### src/design/cpsat_pkg.sv
// Shared types and codes for the convex polygon overlap unit.
package cpsat_pkg;

    // Result status codes.
    localparam logic [1:0] STATUS_OK       = 2'd0;
    localparam logic [1:0] STATUS_OVERFLOW = 2'd1;
    localparam logic [1:0] STATUS_EMPTY    = 2'd2;

    // What a queued vertex asks the back end to do.
    typedef enum logic [1:0] {
        CMD_LOAD_A      = 2'd0,
        CMD_LOAD_B      = 2'd1,
        CMD_LOAD_B_TEST = 2'd2
    } cpsat_cmd_kind_t;

endpackage

### src/design/convex_polygon_sat_overlap_unit.sv
// Top level of the convex polygon overlap unit.
// Vertices of polygon A and then polygon B are pushed one per transfer; the B vertex that
// carries last_point starts the test and yields one result (overlap, status) in the result
// register. A vertex that only loads is taken while the back end is idle, so loads stream
// at one per cycle while no test runs. A test runs from a start state through the edges to a
// finish state on one shared multiplier pair and one read port per vertex store; for two true
// polygons each edge projects all nA+nB vertices, for a point against a polygon each polygon
// edge is tested against the point, and the first separating edge ends the test early. A
// two-entry queue in front holds up to two vertices while a test runs, and one result register
// holds a finished answer until popped; the test cannot finish while it is full and unpopped.
module convex_polygon_sat_overlap_unit
    import cpsat_pkg::*;
#(
    parameter int MAX_POINTS = 8,
    parameter int COORD_BITS = 16
)
(
    input  logic                         clk,
    input  logic                         rst_n,
    input  logic                         push,
    output logic                         full,
    input  logic                         polygon_select,
    input  logic signed [COORD_BITS-1:0] point_x,
    input  logic signed [COORD_BITS-1:0] point_y,
    input  logic                         last_point,
    output logic                         empty,
    input  logic                         pop,
    output logic                         overlap,
    output logic [1:0]                   status
);

    logic                         cmd_valid;
    logic                         cmd_pop;
    cpsat_cmd_kind_t              cmd_kind;
    logic signed [COORD_BITS-1:0] cmd_x;
    logic signed [COORD_BITS-1:0] cmd_y;

    // Input queue and classification.
    cpsat_front #(
        .COORD_BITS (COORD_BITS)
    ) u_front (
        .clk            (clk),
        .rst_n          (rst_n),
        .push           (push),
        .full           (full),
        .polygon_select (polygon_select),
        .point_x        (point_x),
        .point_y        (point_y),
        .last_point     (last_point),
        .cmd_valid      (cmd_valid),
        .cmd_pop        (cmd_pop),
        .cmd_kind       (cmd_kind),
        .cmd_x          (cmd_x),
        .cmd_y          (cmd_y)
    );

    // Vertex storage and overlap test.
    cpsat_back #(
        .MAX_POINTS (MAX_POINTS),
        .COORD_BITS (COORD_BITS)
    ) u_back (
        .clk       (clk),
        .rst_n     (rst_n),
        .cmd_valid (cmd_valid),
        .cmd_pop   (cmd_pop),
        .cmd_kind  (cmd_kind),
        .cmd_x     (cmd_x),
        .cmd_y     (cmd_y),
        .empty     (empty),
        .pop       (pop),
        .overlap   (overlap),
        .status    (status)
    );

endmodule

### src/design/cpsat_front.sv
// Front end: accepts vertices, classifies them and queues them for the back end.
module cpsat_front
    import cpsat_pkg::*;
#(
    parameter int COORD_BITS = 16
)
(
    input  logic                         clk,
    input  logic                         rst_n,
    input  logic                         push,
    output logic                         full,
    input  logic                         polygon_select,
    input  logic signed [COORD_BITS-1:0] point_x,
    input  logic signed [COORD_BITS-1:0] point_y,
    input  logic                         last_point,
    output logic                         cmd_valid,
    input  logic                         cmd_pop,
    output cpsat_cmd_kind_t              cmd_kind,
    output logic signed [COORD_BITS-1:0] cmd_x,
    output logic signed [COORD_BITS-1:0] cmd_y
);

    cpsat_cmd_kind_t              kind_q [2];
    logic signed [COORD_BITS-1:0] x_q [2];
    logic signed [COORD_BITS-1:0] y_q [2];
    logic                         wr_ptr_reg, wr_ptr_next;
    logic                         rd_ptr_reg, rd_ptr_next;
    logic [1:0]                   count_reg, count_next;
    logic                         push_xfer;
    logic                         pop_xfer;
    cpsat_cmd_kind_t              kind_in;

    // Classify the incoming vertex.
    always_comb
    begin
        if (!polygon_select)
        begin
            kind_in = CMD_LOAD_A;
        end
        else if (last_point)
        begin
            kind_in = CMD_LOAD_B_TEST;
        end
        else
        begin
            kind_in = CMD_LOAD_B;
        end
    end

    // Two-entry queue control.
    assign full      = (count_reg == 2'd2);
    assign cmd_valid = (count_reg != 2'd0);
    assign push_xfer = push && !full;
    assign pop_xfer  = cmd_pop && cmd_valid;

    always_comb
    begin
        wr_ptr_next = push_xfer ? ~wr_ptr_reg : wr_ptr_reg;
        rd_ptr_next = pop_xfer ? ~rd_ptr_reg : rd_ptr_reg;
        count_next  = count_reg + {1'b0, push_xfer} - {1'b0, pop_xfer};
    end

    always_ff @(posedge clk or negedge rst_n)
    begin
        if (!rst_n)
        begin
            wr_ptr_reg <= 1'b0;
            rd_ptr_reg <= 1'b0;
            count_reg  <= 2'd0;
        end
        else
        begin
            wr_ptr_reg <= wr_ptr_next;
            rd_ptr_reg <= rd_ptr_next;
            count_reg  <= count_next;
        end
    end

    // Queue payload storage.
    always_ff @(posedge clk)
    begin
        if (push_xfer)
        begin
            kind_q[wr_ptr_reg] <= kind_in;
            x_q[wr_ptr_reg]    <= point_x;
            y_q[wr_ptr_reg]    <= point_y;
        end
    end

    assign cmd_kind = kind_q[rd_ptr_reg];
    assign cmd_x    = x_q[rd_ptr_reg];
    assign cmd_y    = y_q[rd_ptr_reg];

endmodule

### src/design/cpsat_back.sv
// Back end: vertex stores, edge sequencer, projection datapath and result register.
module cpsat_back
    import cpsat_pkg::*;
#(
    parameter int MAX_POINTS = 8,
    parameter int COORD_BITS = 16
)
(
    input  logic                         clk,
    input  logic                         rst_n,
    input  logic                         cmd_valid,
    output logic                         cmd_pop,
    input  cpsat_cmd_kind_t              cmd_kind,
    input  logic signed [COORD_BITS-1:0] cmd_x,
    input  logic signed [COORD_BITS-1:0] cmd_y,
    output logic                         empty,
    input  logic                         pop,
    output logic                         overlap,
    output logic [1:0]                   status
);

    localparam int IDXW = $clog2(MAX_POINTS);
    localparam int CNTW = $clog2(MAX_POINTS + 1);
    localparam int AXW  = COORD_BITS + 1;
    localparam int MW   = 2 * COORD_BITS + 1;
    localparam int PW   = 2 * COORD_BITS + 2;
    localparam int VW   = 2 * COORD_BITS;

    typedef enum logic [11:0] {
        ST_IDLE   = 12'b0000_0000_0001,
        ST_START  = 12'b0000_0000_0010,
        ST_RD_P   = 12'b0000_0000_0100,
        ST_RD_Q   = 12'b0000_0000_1000,
        ST_AXIS   = 12'b0000_0001_0000,
        ST_DP_MUL = 12'b0000_0010_0000,
        ST_DP_ACC = 12'b0000_0100_0000,
        ST_PRD    = 12'b0000_1000_0000,
        ST_PMUL   = 12'b0001_0000_0000,
        ST_PACC   = 12'b0010_0000_0000,
        ST_GAP    = 12'b0100_0000_0000,
        ST_DONE   = 12'b1000_0000_0000
    } cpsat_state_t;

    cpsat_state_t state_reg, state_next;

    logic [VW-1:0]   mem_a [MAX_POINTS];
    logic [VW-1:0]   mem_b [MAX_POINTS];
    logic [VW-1:0]   rd_a_reg, rd_b_reg;
    logic            rd_sel_reg;
    logic [IDXW-1:0] raddr;
    logic            raddr_b;

    logic [CNTW-1:0] cnt_a_reg, cnt_a_next;
    logic [CNTW-1:0] cnt_b_reg, cnt_b_next;
    logic            ovf_reg, ovf_next;
    logic            sat_reg, sat_next;
    logic            pt_b_reg, pt_b_next;
    logic            e_on_b_reg, e_on_b_next;
    logic [IDXW-1:0] e_k_reg, e_k_next;
    logic            p_on_b_reg, p_on_b_next;
    logic [IDXW-1:0] p_k_reg, p_k_next;

    logic signed [COORD_BITS-1:0] px_reg, px_next, py_reg, py_next;
    logic signed [AXW-1:0]        ax_reg, ax_next, ay_reg, ay_next;
    logic signed [MW-1:0]         prod_x_reg, prod_x_next, prod_y_reg, prod_y_next;
    logic signed [PW-1:0]         dp_reg, dp_next;
    logic signed [PW-1:0]         min_a_reg, min_a_next, max_a_reg, max_a_next;
    logic signed [PW-1:0]         min_b_reg, min_b_next, max_b_reg, max_b_next;

    logic            res_valid_reg, res_valid_next;
    logic            res_ov_reg, res_ov_next;
    logic [1:0]      res_st_reg, res_st_next;
    logic            fin_ov_reg, fin_ov_next;
    logic [1:0]      fin_st_reg, fin_st_next;

    logic [VW-1:0]                rdata;
    logic signed [COORD_BITS-1:0] rx, ry;
    logic signed [COORD_BITS-1:0] mul_x, mul_y;
    logic signed [PW-1:0]         dot;
    logic [CNTW-1:0]              n_e, n_p;
    logic [CNTW-1:0]              e_k_plus, p_k_plus;
    logic [IDXW-1:0]              e_next;
    logic                         wr_a, wr_b;
    logic                         result_load;
    logic signed [PW-1:0]         pt_val;
    logic                         gap;

    // Vertex stores with registered read.
    assign wr_a = cmd_pop && (cmd_kind == CMD_LOAD_A) && (cnt_a_reg < CNTW'(MAX_POINTS));
    assign wr_b = cmd_pop && (cmd_kind != CMD_LOAD_A) && (cnt_b_reg < CNTW'(MAX_POINTS));

    always_ff @(posedge clk)
    begin
        if (wr_a)
        begin
            mem_a[cnt_a_reg[IDXW-1:0]] <= {cmd_y, cmd_x};
        end
        if (wr_b)
        begin
            mem_b[cnt_b_reg[IDXW-1:0]] <= {cmd_y, cmd_x};
        end
        rd_a_reg   <= mem_a[raddr];
        rd_b_reg   <= mem_b[raddr];
        rd_sel_reg <= raddr_b;
    end

    assign rdata = rd_sel_reg ? rd_b_reg : rd_a_reg;
    assign rx    = rdata[COORD_BITS-1:0];
    assign ry    = rdata[VW-1:COORD_BITS];

    // Edge and projection index arithmetic.
    assign n_e      = e_on_b_reg ? cnt_b_reg : cnt_a_reg;
    assign n_p      = p_on_b_reg ? cnt_b_reg : cnt_a_reg;
    assign e_k_plus = CNTW'(e_k_reg) + CNTW'(1);
    assign p_k_plus = CNTW'(p_k_reg) + CNTW'(1);
    assign e_next   = (e_k_plus == n_e) ? '0 : e_k_plus[IDXW-1:0];

    // Read address selection.
    always_comb
    begin
        raddr   = e_k_reg;
        raddr_b = e_on_b_reg;
        if (state_reg == ST_RD_Q)
        begin
            raddr = e_next;
        end
        else if (state_reg == ST_PRD)
        begin
            raddr   = p_k_reg;
            raddr_b = p_on_b_reg;
        end
    end

    // Shared multiplier pair and the dot product sum.
    assign mul_x = (state_reg == ST_DP_MUL) ? px_reg : rx;
    assign mul_y = (state_reg == ST_DP_MUL) ? py_reg : ry;
    assign dot   = PW'(prod_x_reg) + PW'(prod_y_reg);

    // Interval test for the current axis.
    assign pt_val = pt_b_reg ? min_b_reg : min_a_reg;
    always_comb
    begin
        if (!sat_reg)
        begin
            gap = (pt_val > dp_reg);
        end
        else if (min_a_reg < min_b_reg)
        begin
            gap = (min_b_reg > max_a_reg);
        end
        else
        begin
            gap = (min_a_reg > max_b_reg);
        end
    end

    assign cmd_pop     = (state_reg == ST_IDLE) && cmd_valid;
    assign result_load = (state_reg == ST_DONE) && (!res_valid_reg || pop);

    // Sequencer.
    always_comb
    begin
        state_next     = state_reg;
        cnt_a_next     = cnt_a_reg;
        cnt_b_next     = cnt_b_reg;
        ovf_next       = ovf_reg;
        sat_next       = sat_reg;
        pt_b_next      = pt_b_reg;
        e_on_b_next    = e_on_b_reg;
        e_k_next       = e_k_reg;
        p_on_b_next    = p_on_b_reg;
        p_k_next       = p_k_reg;
        px_next        = px_reg;
        py_next        = py_reg;
        ax_next        = ax_reg;
        ay_next        = ay_reg;
        prod_x_next    = prod_x_reg;
        prod_y_next    = prod_y_reg;
        dp_next        = dp_reg;
        min_a_next     = min_a_reg;
        max_a_next     = max_a_reg;
        min_b_next     = min_b_reg;
        max_b_next     = max_b_reg;
        res_valid_next = res_valid_reg;
        res_ov_next    = res_ov_reg;
        res_st_next    = res_st_reg;
        fin_ov_next    = fin_ov_reg;
        fin_st_next    = fin_st_reg;

        if (res_valid_reg && pop)
        begin
            res_valid_next = 1'b0;
        end

        unique case (state_reg)
            ST_IDLE:
            begin
                if (cmd_valid)
                begin
                    if (cmd_kind == CMD_LOAD_A)
                    begin
                        if (wr_a)
                        begin
                            cnt_a_next = cnt_a_reg + CNTW'(1);
                        end
                        else
                        begin
                            ovf_next = 1'b1;
                        end
                    end
                    else
                    begin
                        if (wr_b)
                        begin
                            cnt_b_next = cnt_b_reg + CNTW'(1);
                        end
                        else
                        begin
                            ovf_next = 1'b1;
                        end
                        if (cmd_kind == CMD_LOAD_B_TEST)
                        begin
                            state_next = ST_START;
                        end
                    end
                end
            end

            ST_START:
            begin
                fin_ov_next = 1'b0;
                fin_st_next = STATUS_OK;
                e_k_next    = '0;
                e_on_b_next = 1'b0;
                sat_next    = 1'b1;
                pt_b_next   = 1'b0;
                if (ovf_reg)
                begin
                    fin_st_next = STATUS_OVERFLOW;
                    state_next  = ST_DONE;
                end
                else if (cnt_a_reg == '0 || cnt_b_reg == '0)
                begin
                    fin_st_next = STATUS_EMPTY;
                    state_next  = ST_DONE;
                end
                else if (cnt_a_reg == CNTW'(1) && cnt_b_reg == CNTW'(1))
                begin
                    state_next = ST_DONE;
                end
                else if (cnt_a_reg == CNTW'(1))
                begin
                    sat_next    = 1'b0;
                    e_on_b_next = 1'b1;
                    state_next  = ST_RD_P;
                end
                else if (cnt_b_reg == CNTW'(1))
                begin
                    sat_next   = 1'b0;
                    pt_b_next  = 1'b1;
                    state_next = ST_RD_P;
                end
                else
                begin
                    state_next = ST_RD_P;
                end
            end

            ST_RD_P:
            begin
                state_next = ST_RD_Q;
            end

            ST_RD_Q:
            begin
                px_next    = rx;
                py_next    = ry;
                state_next = ST_AXIS;
            end

            ST_AXIS:
            begin
                // Edge normal: (p.y - q.y, q.x - p.x).
                ax_next     = AXW'(py_reg) - AXW'(ry);
                ay_next     = AXW'(rx) - AXW'(px_reg);
                p_on_b_next = pt_b_reg;
                p_k_next    = '0;
                state_next  = sat_reg ? ST_PRD : ST_DP_MUL;
            end

            ST_DP_MUL:
            begin
                prod_x_next = MW'(ax_reg) * MW'(mul_x);
                prod_y_next = MW'(ay_reg) * MW'(mul_y);
                state_next  = ST_DP_ACC;
            end

            ST_DP_ACC:
            begin
                dp_next    = dot;
                state_next = ST_PRD;
            end

            ST_PRD:
            begin
                state_next = ST_PMUL;
            end

            ST_PMUL:
            begin
                prod_x_next = MW'(ax_reg) * MW'(mul_x);
                prod_y_next = MW'(ay_reg) * MW'(mul_y);
                state_next  = ST_PACC;
            end

            ST_PACC:
            begin
                // Fold this vertex into its polygon's interval.
                if (p_on_b_reg)
                begin
                    if (p_k_reg == '0 || dot < min_b_reg)
                    begin
                        min_b_next = dot;
                    end
                    if (p_k_reg == '0 || dot > max_b_reg)
                    begin
                        max_b_next = dot;
                    end
                end
                else
                begin
                    if (p_k_reg == '0 || dot < min_a_reg)
                    begin
                        min_a_next = dot;
                    end
                    if (p_k_reg == '0 || dot > max_a_reg)
                    begin
                        max_a_next = dot;
                    end
                end
                if (p_k_plus == n_p)
                begin
                    if (!p_on_b_reg && sat_reg)
                    begin
                        p_on_b_next = 1'b1;
                        p_k_next    = '0;
                        state_next  = ST_PRD;
                    end
                    else
                    begin
                        state_next = ST_GAP;
                    end
                end
                else
                begin
                    p_k_next   = p_k_plus[IDXW-1:0];
                    state_next = ST_PRD;
                end
            end

            ST_GAP:
            begin
                if (gap)
                begin
                    fin_ov_next = 1'b0;
                    state_next  = ST_DONE;
                end
                else if (e_k_plus == n_e)
                begin
                    if (!e_on_b_reg && sat_reg)
                    begin
                        e_on_b_next = 1'b1;
                        e_k_next    = '0;
                        state_next  = ST_RD_P;
                    end
                    else
                    begin
                        fin_ov_next = 1'b1;
                        state_next  = ST_DONE;
                    end
                end
                else
                begin
                    e_k_next   = e_k_plus[IDXW-1:0];
                    state_next = ST_RD_P;
                end
            end

            ST_DONE:
            begin
                if (result_load)
                begin
                    res_valid_next = 1'b1;
                    res_ov_next    = fin_ov_reg;
                    res_st_next    = fin_st_reg;
                    cnt_a_next     = '0;
                    cnt_b_next     = '0;
                    ovf_next       = 1'b0;
                    state_next     = ST_IDLE;
                end
            end

            default:
            begin
                state_next = ST_IDLE;
            end
        endcase
    end

    // Control registers.
    always_ff @(posedge clk or negedge rst_n)
    begin
        if (!rst_n)
        begin
            state_reg     <= ST_IDLE;
            cnt_a_reg     <= '0;
            cnt_b_reg     <= '0;
            ovf_reg       <= 1'b0;
            res_valid_reg <= 1'b0;
        end
        else
        begin
            state_reg     <= state_next;
            cnt_a_reg     <= cnt_a_next;
            cnt_b_reg     <= cnt_b_next;
            ovf_reg       <= ovf_next;
            res_valid_reg <= res_valid_next;
        end
    end

    // Datapath registers.
    always_ff @(posedge clk)
    begin
        sat_reg    <= sat_next;
        pt_b_reg   <= pt_b_next;
        e_on_b_reg <= e_on_b_next;
        e_k_reg    <= e_k_next;
        p_on_b_reg <= p_on_b_next;
        p_k_reg    <= p_k_next;
        px_reg     <= px_next;
        py_reg     <= py_next;
        ax_reg     <= ax_next;
        ay_reg     <= ay_next;
        prod_x_reg <= prod_x_next;
        prod_y_reg <= prod_y_next;
        dp_reg     <= dp_next;
        min_a_reg  <= min_a_next;
        max_a_reg  <= max_a_next;
        min_b_reg  <= min_b_next;
        max_b_reg  <= max_b_next;
        res_ov_reg <= res_ov_next;
        res_st_reg <= res_st_next;
        fin_ov_reg <= fin_ov_next;
        fin_st_reg <= fin_st_next;
    end

    assign empty   = !res_valid_reg;
    assign overlap = res_ov_reg;
    assign status  = res_st_reg;

    // The fill counts never pass the store depth.
    a_cnt_bound: assert property (@(posedge clk) disable iff (!rst_n)
        (cnt_a_reg <= CNTW'(MAX_POINTS)) && (cnt_b_reg <= CNTW'(MAX_POINTS)))
        else $error("vertex count exceeds store depth");

    // Delivering a result clears both polygons and the overflow flag.
    a_clear_after_result: assert property (@(posedge clk) disable iff (!rst_n)
        result_load |=> (cnt_a_reg == '0) && (cnt_b_reg == '0) && !ovf_reg)
        else $error("state not cleared after a result");

    // An overflowed test never reaches the interval compare.
    a_no_arith_on_overflow: assert property (@(posedge clk) disable iff (!rst_n)
        (state_reg == ST_GAP) |-> !ovf_reg)
        else $error("geometry test ran with overflow pending");

    // A queued command is taken only while the back end is idle.
    a_pop_when_idle: assert property (@(posedge clk) disable iff (!rst_n)
        cmd_pop |=> (state_reg == ST_IDLE) || (state_reg == ST_START))
        else $error("command taken outside idle");

endmodule
### config.mk
export PLATFORM = sky130hd
export DESIGN_NAME = convex_polygon_sat_overlap_unit
export DESIGN_NICKNAME = d
export VERILOG_FILES = /design/src/design/cpsat_pkg.sv /design/src/design/convex_polygon_sat_overlap_unit.sv /design/src/design/cpsat_front.sv /design/src/design/cpsat_back.sv
export SDC_FILE = /design/constraint.sdc
export NUM_CORES = 2
export LEC_CHECK = 0
export BUFFER_PORTS_ARGS = -buffer_cell sky130_fd_sc_hd__buf_2
export CORE_ASPECT_RATIO = 0.7
export CORE_MARGIN = 2
export CORE_UTILIZATION = 35
export CTS_BUF_LIST = sky130_fd_sc_hd__clkbuf_16
export DETAILED_ROUTE_END_ITERATION = 10
export GPL_TIMING_DRIVEN = 0
export PLACE_DENSITY = 0.48
export RECOVER_POWER = 25
export SYNTH_ARGS = -nofsm -noshare
export SYNTH_HDL_FRONTEND = slang
export SYNTH_HIERARCHICAL = 1
export SYNTH_SLANG_ARGS = --single-unit
### constraint.sdc
create_clock -name clk -period 10.1 [get_ports clk]
set_input_delay 2.02 -clock clk [delete_from_list [all_inputs] [get_ports clk]]
set_output_delay 2.02 -clock clk [all_outputs]
set_load 0.02 [all_outputs]
After elaboration in Yosys (flattened, before gate mapping):

Memories as Yosys holds them, arrays and structs flattened. A register that Yosys moved wholly into a read port is not among the register bits.
Cells that the tools add are included.

* memories kept: 5
* input port bits: 38
* output and inout bits: 5
* bits in writable memories: 580
* flip-flop bits (word level): 345
* logic and storage cells: 222

Memory list
* u_back.mem_a: words 8, width 32, rd ports 1, clocked after memory_dff 1, write ports 1, line cpsat_back.sv:46 `logic [VW-1:0] mem_a [MAX_POINTS];`
* u_back.mem_b: words 8, width 32, rd ports 1, clocked after memory_dff 1, write ports 1, line cpsat_back.sv:47 `logic [VW-1:0] mem_b [MAX_POINTS];`
* u_front.x_q: words 2, width 16, rd ports 1, clocked after memory_dff 0, write ports 1, line cpsat_front.sv:24 `logic signed [COORD_BITS-1:0] x_q [2];`
* u_front.y_q: words 2, width 16, rd ports 1, clocked after memory_dff 0, write ports 1, line cpsat_front.sv:25 `logic signed [COORD_BITS-1:0] y_q [2];`
* u_front.kind_q: words 2, width 2, rd ports 1, clocked after memory_dff 0, write ports 1, line cpsat_front.sv:23 `cpsat_cmd_kind_t kind_q [2];`

* equal/unequal tests: 36
* reduce and logical (&&, ||, !) cells: 48
* bitwise gates (word level): 3
* mux-type cells: 79
* order comparisons: 10
* $mul: 2
* add/sub/neg operators: 9

Operator list (number)
* 34-bit > comparator: 5
* 12-bit one-hot mux with 12 select lines: 1
* 12-bit two-way mux: 10
* 34-bit < comparator: 3
* 17-bit by 16-bit multiplier with 33-bit output: 2
* 4-bit two-way mux: 9
* 33-bit by 33-bit adder with 34-bit output: 1
* 34-bit two-way mux: 1
* 16-bit by 16-bit subtractor with 17-bit output: 2
* 1-bit two-way mux: 33
* 16-bit two-way mux: 2
* 32-bit two-way mux: 1
* 3-bit two-way mux: 8
* 11-bit two-way mux: 2
* 3-bit AND reduction: 7
* 2-bit by 1-bit != test with 1-bit output, second input constant: 9
* 4-bit one-hot mux with 2 select lines: 2
* 5-bit AND reduction: 3
* 12-bit by 1-bit equality test with 1-bit output, second input constant: 1
* 12-bit by 10-bit equality test with 1-bit output, second input constant: 1
* 12-bit by 11-bit equality test with 1-bit output, second input constant: 1
* 12-bit equality test, second input constant: 1
* 12-bit by 2-bit equality test with 1-bit output, second input constant: 1
* 12-bit by 3-bit equality test with 1-bit output, second input constant: 1
* other kinds (35): 80

Depth between registers and ports, before layout:

* word-level depth: 8
* mapped depth: 33
* gate-level depth less buffers: 30

Modules after synthesis:

The synthesis kept the hierarchy.

By module, submodules not included
* cpsat_back: times used 1, area an instance 63599.7 um^2, sequential area each 26776.9 um^2, cells each 5878
* cpsat_front: times used 1, area an instance 2796.4 um^2, sequential area each 2142.1 um^2, cells each 126

Worst setup path after synthesis:

No wires, ideal clock.

* path kind: register to register
* from: register u_back.state_reg[0]
* to: register u_back.prod_y_reg[32] (data pin)
* setup time: 260 ps
* slack: 2175 ps
* stages on the path, launching flop included: 33
* buffers on the path: 3
* required time: 9840 ps
* data arrival time: 7666 ps
* period minus slack after synthesis: 7925 ps
* path through: dfstp_2 -> nor2_1 -> nand3_1 -> nor3_1 -> nand3b_1 -> clkbuf_1 -> clkbuf_1 -> nor2_1 -> a21oi_1 -> clkbuf_1 -> nand2_1 -> fa_1 -> inv_1 -> fa_1 -> inv_1 -> fa_1 -> inv_1 -> fa_1 -> fa_1 -> inv_1 -> fa_1 -> inv_1 -> ha_1 -> a21oi_1 -> o21ai_0 -> a221oi_4 -> a31oi_1 -> a221o_1 -> a31oi_1 -> o21ai_1 -> a21o_1 -> a21oi_1 -> xnor2_1

* word-level cells in the longest chain between the ends: 3

RTL lines
* from (decl): line cpsat_back.sv:44 `cpsat_state_t state_reg, state_next;`
* from (signal assigned): line cpsat_back.sv:423 `state_reg <= state_next;`
* 12-bit by 6-bit equality test with 1-bit output: line cpsat_back.sv:136, cpsat_back.sv:195
* 16-bit two-way mux: line cpsat_back.sv:136 `assign mul_y = (state_reg == ST_DP_MUL) ? py_reg : ry;`
* 17-bit by 16-bit multiplier with 33-bit output: line cpsat_back.sv:294, cpsat_back.sv:312
* to (signal assigned): line cpsat_back.sv:445 `prod_y_reg <= prod_y_next;`
* to (decl): line cpsat_back.sv:65 `logic signed [MW-1:0] prod_x_reg, prod_x_next, prod_y_reg, prod_y_next;`

Every way passes these cells.
A chain may end at the register's enable or synchronous reset.

Worst setup path after layout:

* from: register u_back.rd_sel_reg
* to: register u_back.prod_y_reg[32] (data pin)

* word-level cells in the longest chain between the ends: 3

RTL lines
* from (decl): line cpsat_back.sv:49 `logic rd_sel_reg;`
* from (signal assigned): line cpsat_back.sv:104 `rd_sel_reg <= raddr_b;`
* 32-bit two-way mux: line cpsat_back.sv:107 `assign rdata = rd_sel_reg ? rd_b_reg : rd_a_reg;`
* 16-bit two-way mux: line cpsat_back.sv:136
* 17-bit by 16-bit multiplier with 33-bit output: line cpsat_back.sv:294, cpsat_back.sv:312

Every way passes these cells.

==> impl_summary.md <==
Status
The run finished with clean final reports.

Die
The number of primary I/O pins is 43. The initial utilization of the core area, before any placement, comes to 35.3%. The total die area is 0.193 mm2. The die is 368 um tall. After floorplanning, the core was divided into 133 placement rows.

The horizontal extent of the die is 525 um. The floorplan core area is 0.188 mm2.

Setup path
The worst setup path is captured at a flop. The worst setup path is of the reg -> reg kind. The worst-case register-to-register setup slack is 0.45 ns. For the worst flop-to-flop path, the logic depth is 26.

The worst setup path is launched from a flop. The arrival time at the worst endpoint is 10.09 ns. The maximum net fanout on the critical path is 10.

The startpoint of the most critical register-to-register path is u_back/rd_sel_reg. The worst register-to-register path ends at u_back/prod_y_reg[32]. STA puts the critical path data required time at 10.54 ns.

Yosys
The dominant register cell in the synthesized netlist is sky130_fd_sc_hd__edfxtp_1. The post-synthesis cell area is 0.0664 mm2. After technology mapping, the gate count stands at 6,004. Sequential elements use 43.6% of the synthesized area.

For this run, the number of Yosys warnings is 6. The synthesized netlist net count is 7,110. In this run, synthesis produced a sequential element count of 989. Counting flops with a built-in enable in the synthesized netlist gives 898. Of all flip-flops after synthesis, the portion carrying an async set or reset was 2.63%. A synthesized cell averages 11.1 um2. The distinct cell type count after synthesis is 84.

Clock tree
The tree is rooted in a sky130_fd_sc_hd__clkbuf_16. After clock tree synthesis, the clock-pin slew on the worst setup and hold paths is 0.07 ns. The CTS tree is done.

For this design, the CTS-stage hold fixing added 0 buffers. The depth of the CTS H-tree is 3. TritonCTS created 105 clock buffers. No sink is reached through more buffers than the 3 on the longest clock path.

The clock latency of the later-clocked register in the worst-skew pair is 0.75 ns. CTS saw 989 sinks.

STA
The max-slew violation count came to 0. The highest clock rate is 104 MHz. The count of final setup violators is 0. Setup repair after global routing left no endpoint under its margin. For the pin with the worst max-slew slack, the measured transition is 1.34 ns. The total count of hold-check failures in the final report was 0. On the final layout, the worst clock skew is 0.0669 ns. The time the final worst path needs with I/O delays and setup is 9.65 ns. The worst slew margin relative to its limit is 10.2%. The final critical path takes up 95.6% of the cycle.

Route
The count of nets left with antenna violations once routing finished came out at 0. The routed length per instance is 22.7 um. The final route contains 44,700 vias. The first detailed-routing pass took 6 iterations. The count of routing violations after the opening detailed-route iteration is 4,164. After detailed routing, the total wire length is 200,000 um. In the routed design, unresolved DRC markers number 0. The number of vias per cell after detailed routing is 5.08.

GRT
The aggregate global routing overflow is 0. The number of antenna violations at the first check in global routing is 10. The maximum number of pins on one net before global-route repair is 65. Across every metal layer, demand over resource in global routing totals 20.7%. The via count of the first global-routing pass is 44,600. The first global-routing pass estimated 297,000 um of wire.

Final layout
In the final layout, the share of cells above drive strength 1 is 7.30%. After the last flow step, the layout net total stands at 7,315. The area growth from synthesis to layout is 11.8%. The count of fill cells added during filler insertion is 18,300. The finished layout holds 8,799 standard cells, fillers aside.

Min path
Counting instances, the worst hold path has a depth of 1. The worst min-delay path startpoint is u_front/count_reg[0]. The type of the tightest min-delay check is reg -> reg. The capture endpoint of the worst hold path is u_front/count_reg[0].

Placed design
The count of input and output buffers is 42. The global placer's final weighted congestion is 0.890. Once detailed placement completed, the half-perimeter wirelength came to 156,000 um. The number of placed instances, taps included, is 8,595.

Job
Across the run, the number of max-cap violations was 0.
-- layout make-up --
| class | instances | area [um2] | share of cell area (%) |
|---|---|---|---|
| multi-input combinational | 3947 | 33500 | 45.1 |
| antenna | 2 | 5.00 | 0.00674 |
| buffer | 198 | 912 | 1.23 |
| clock inverter | 92 | 861 | 1.16 |
| timing repair buffer | 98 | 978 | 1.32 |
| inverter | 870 | 3270 | 4.40 |
| sequential | 989 | 28900 | 39.0 |
| tap | 2497 | 3120 | 4.21 |
| clock buffer | 106 | 2650 | 3.57 |
-- timing repair --
action,CTS,global route
buffers inserted,0,4
gates resized for setup,20,26
pin swaps,0,2
endpoints found under the setup margin,15,13
-- metal layers --
metal | share of wire, % | vias up | GRT usage (%)
met5 | 0 | - | 0
met3 | 7.9 | 171 | 3.40
met4 | 1.6 | 0 | 3.71
met2 | 39 | 1406 | 27.9
li1 | - | 20500 | -
met1 | 52 | 22700 | 34.3
-- worst max-delay path, stage by stage, from the launching register on --
cell and delay [ns]:
sky130_fd_sc_hd__dfxtp_1 0.30, sky130_fd_sc_hd__clkbuf_1 0.43, sky130_fd_sc_hd__clkbuf_4 0.45, sky130_fd_sc_hd__mux2i_1 0.83, sky130_fd_sc_hd__a21oi_2 0.41, sky130_fd_sc_hd__clkbuf_1 0.40
sky130_fd_sc_hd__and2_1 0.29, sky130_fd_sc_hd__fa_1 0.54, sky130_fd_sc_hd__inv_1 0.05, sky130_fd_sc_hd__fa_1 0.48, sky130_fd_sc_hd__fa_1 0.50, sky130_fd_sc_hd__fa_1 0.55
sky130_fd_sc_hd__inv_1 0.05, sky130_fd_sc_hd__fa_1 0.50, sky130_fd_sc_hd__fa_1 0.41, sky130_fd_sc_hd__ha_1 0.36, sky130_fd_sc_hd__a21o_1 0.19, sky130_fd_sc_hd__a21oi_1 0.18
sky130_fd_sc_hd__o21ai_0 0.18, sky130_fd_sc_hd__a221oi_4 0.40, sky130_fd_sc_hd__a31oi_1 0.29, sky130_fd_sc_hd__a221o_1 0.45, sky130_fd_sc_hd__a31oi_1 0.32, sky130_fd_sc_hd__o21ai_1 0.15
sky130_fd_sc_hd__a21o_1 0.20, sky130_fd_sc_hd__a21oi_1 0.22, sky130_fd_sc_hd__xnor2_2 0.19
-- cells in the final DEF, fill, tap and decap left out, types with 99 or more instances in the layout --
master	n
sky130_fd_sc_hd__nand2_1	931
sky130_fd_sc_hd__edfxtp_1	898
sky130_fd_sc_hd__inv_1	887
sky130_fd_sc_hd__fa_1	554
sky130_fd_sc_hd__ha_1	513
sky130_fd_sc_hd__nand3_1	358
sky130_fd_sc_hd__and2_1	272
sky130_fd_sc_hd__nor2_1	172
sky130_fd_sc_hd__a21oi_1	155
sky130_fd_sc_hd__o21ai_0	132
sky130_fd_sc_hd__a21o_1	119
sky130_fd_sc_hd__clkbuf_16	106
sky130_fd_sc_hd__clkbuf_1	106
sky130_fd_sc_hd__buf_2	99
-- cells in the mapped netlist, types with 6 or more instances --
master | number | area share, %
sky130_fd_sc_hd__dfxtp_1 | 65 | 2.0
sky130_fd_sc_hd__a21o_1 | 119 | 1.3
sky130_fd_sc_hd__xor2_1 | 40 | 0.53
sky130_fd_sc_hd__buf_6 | 6 | 0.10
sky130_fd_sc_hd__nor3b_1 | 7 | 0.079
sky130_fd_sc_hd__a211oi_1 | 18 | 0.20
sky130_fd_sc_hd__nor3_1 | 31 | 0.23
sky130_fd_sc_hd__nand3b_1 | 9 | 0.10
sky130_fd_sc_hd__edfxtp_1 | 898 | 41
sky130_fd_sc_hd__nand4_1 | 66 | 0.62
sky130_fd_sc_hd__nand3_1 | 358 | 2.7
sky130_fd_sc_hd__nor2b_1 | 36 | 0.34
sky130_fd_sc_hd__o21ai_0 | 132 | 0.99
sky130_fd_sc_hd__or3_1 | 7 | 0.066
sky130_fd_sc_hd__buf_4 | 15 | 0.17
sky130_fd_sc_hd__clkbuf_1 | 108 | 0.61
sky130_fd_sc_hd__a21boi_0 | 9 | 0.10
sky130_fd_sc_hd__o21bai_1 | 16 | 0.18
sky130_fd_sc_hd__nand2b_1 | 28 | 0.26
sky130_fd_sc_hd__o211ai_1 | 13 | 0.15
sky130_fd_sc_hd__fa_1 | 555 | 17
sky130_fd_sc_hd__nor4_1 | 15 | 0.14
sky130_fd_sc_hd__a21oi_1 | 168 | 1.3
sky130_fd_sc_hd__o2111ai_1 | 8 | 0.11
sky130_fd_sc_hd__a2111oi_0 | 7 | 0.092
sky130_fd_sc_hd__mux2i_1 | 31 | 0.47
sky130_fd_sc_hd__or2_2 | 12 | 0.11
sky130_fd_sc_hd__nand2_1 | 931 | 5.3
sky130_fd_sc_hd__buf_2 | 58 | 0.44
sky130_fd_sc_hd__buf_1 | 8 | 0.045
sky130_fd_sc_hd__and3_1 | 10 | 0.094
sky130_fd_sc_hd__xnor2_1 | 101 | 1.3
sky130_fd_sc_hd__o21a_1 | 23 | 0.26
sky130_fd_sc_hd__o21ai_1 | 63 | 0.47
sky130_fd_sc_hd__ha_1 | 513 | 9.7
sky130_fd_sc_hd__mux2_2 | 31 | 0.53
sky130_fd_sc_hd__nor2_1 | 183 | 1.0
sky130_fd_sc_hd__and4_1 | 7 | 0.092
sky130_fd_sc_hd__inv_1 | 869 | 4.9
sky130_fd_sc_hd__dfrtp_1 | 25 | 0.94
sky130_fd_sc_hd__mux2_4 | 29 | 0.66
sky130_fd_sc_hd__and2_1 | 272 | 2.6
sky130_fd_sc_hd__a31oi_1 | 14 | 0.13
-- cell families (layout without fill, tap and decap cells) --
logic type / after synthesis / in the layout / synth area share, %
AND/OR/NAND/NOR: 1998 / 1998 / 14.1
AO/OA/AOI/OAI: 644 / 644 / 6.05
flip-flops: 989 / 989 / 43.6
other: 0 / 2 / 0
XOR/XNOR: 141 / 141 / 1.86
adder cells (fa/ha/maj): 1068 / 1068 / 26.4
buffers and inverters: 1068 / 1364 / 6.32
multiplexers: 96 / 96 / 1.73
-- worst max path at each step --
stage,endpoint,cells past startpoint,slack [ns],start
final,u_back/prod_y_reg[32],26,0.45,u_back/rd_sel_reg
after global routing,u_back/prod_y_reg[32],29,0.04,u_back/rd_sel_reg
after CTS,u_back/prod_y_reg[32],27,-0.11,u_back/state_reg[8]
after detailed placement,u_back/prod_y_reg[32],32,-0.88,u_back/state_reg[0]
after global placement,u_back/prod_x_reg[28],23,-0.84,u_back/rd_sel_reg
after floorplan,u_back/prod_y_reg[32],32,2.17,u_back/state_reg[0]
-- metrics by stage --
| step | setup TNS [ns] | instance area (um2) | hold WS [ns] | util, % | setup WS, ns |
|---|---|---|---|---|---|
| finish | 0 | 74200 | 0.522 | 39.4 | 0.449 |
| global route | 0 | 74200 | 0.542 | 39.4 | 0.0374 |
| CTS | -0.109 | 74200 | 0.523 | 39.4 | -0.109 |
| detailed placement | -6.01 | 70600 | 0.510 | 37.5 | -0.884 |
| global placement | -5.68 | 69700 | 0.476 | 37.0 | -0.839 |
| floorplan | 0 | 66400 | 0.400 | - | 2.17 |
Power is not shown: default switching activity piles up to over one toggle a cycle in this logic, so the estimate is an artifact.
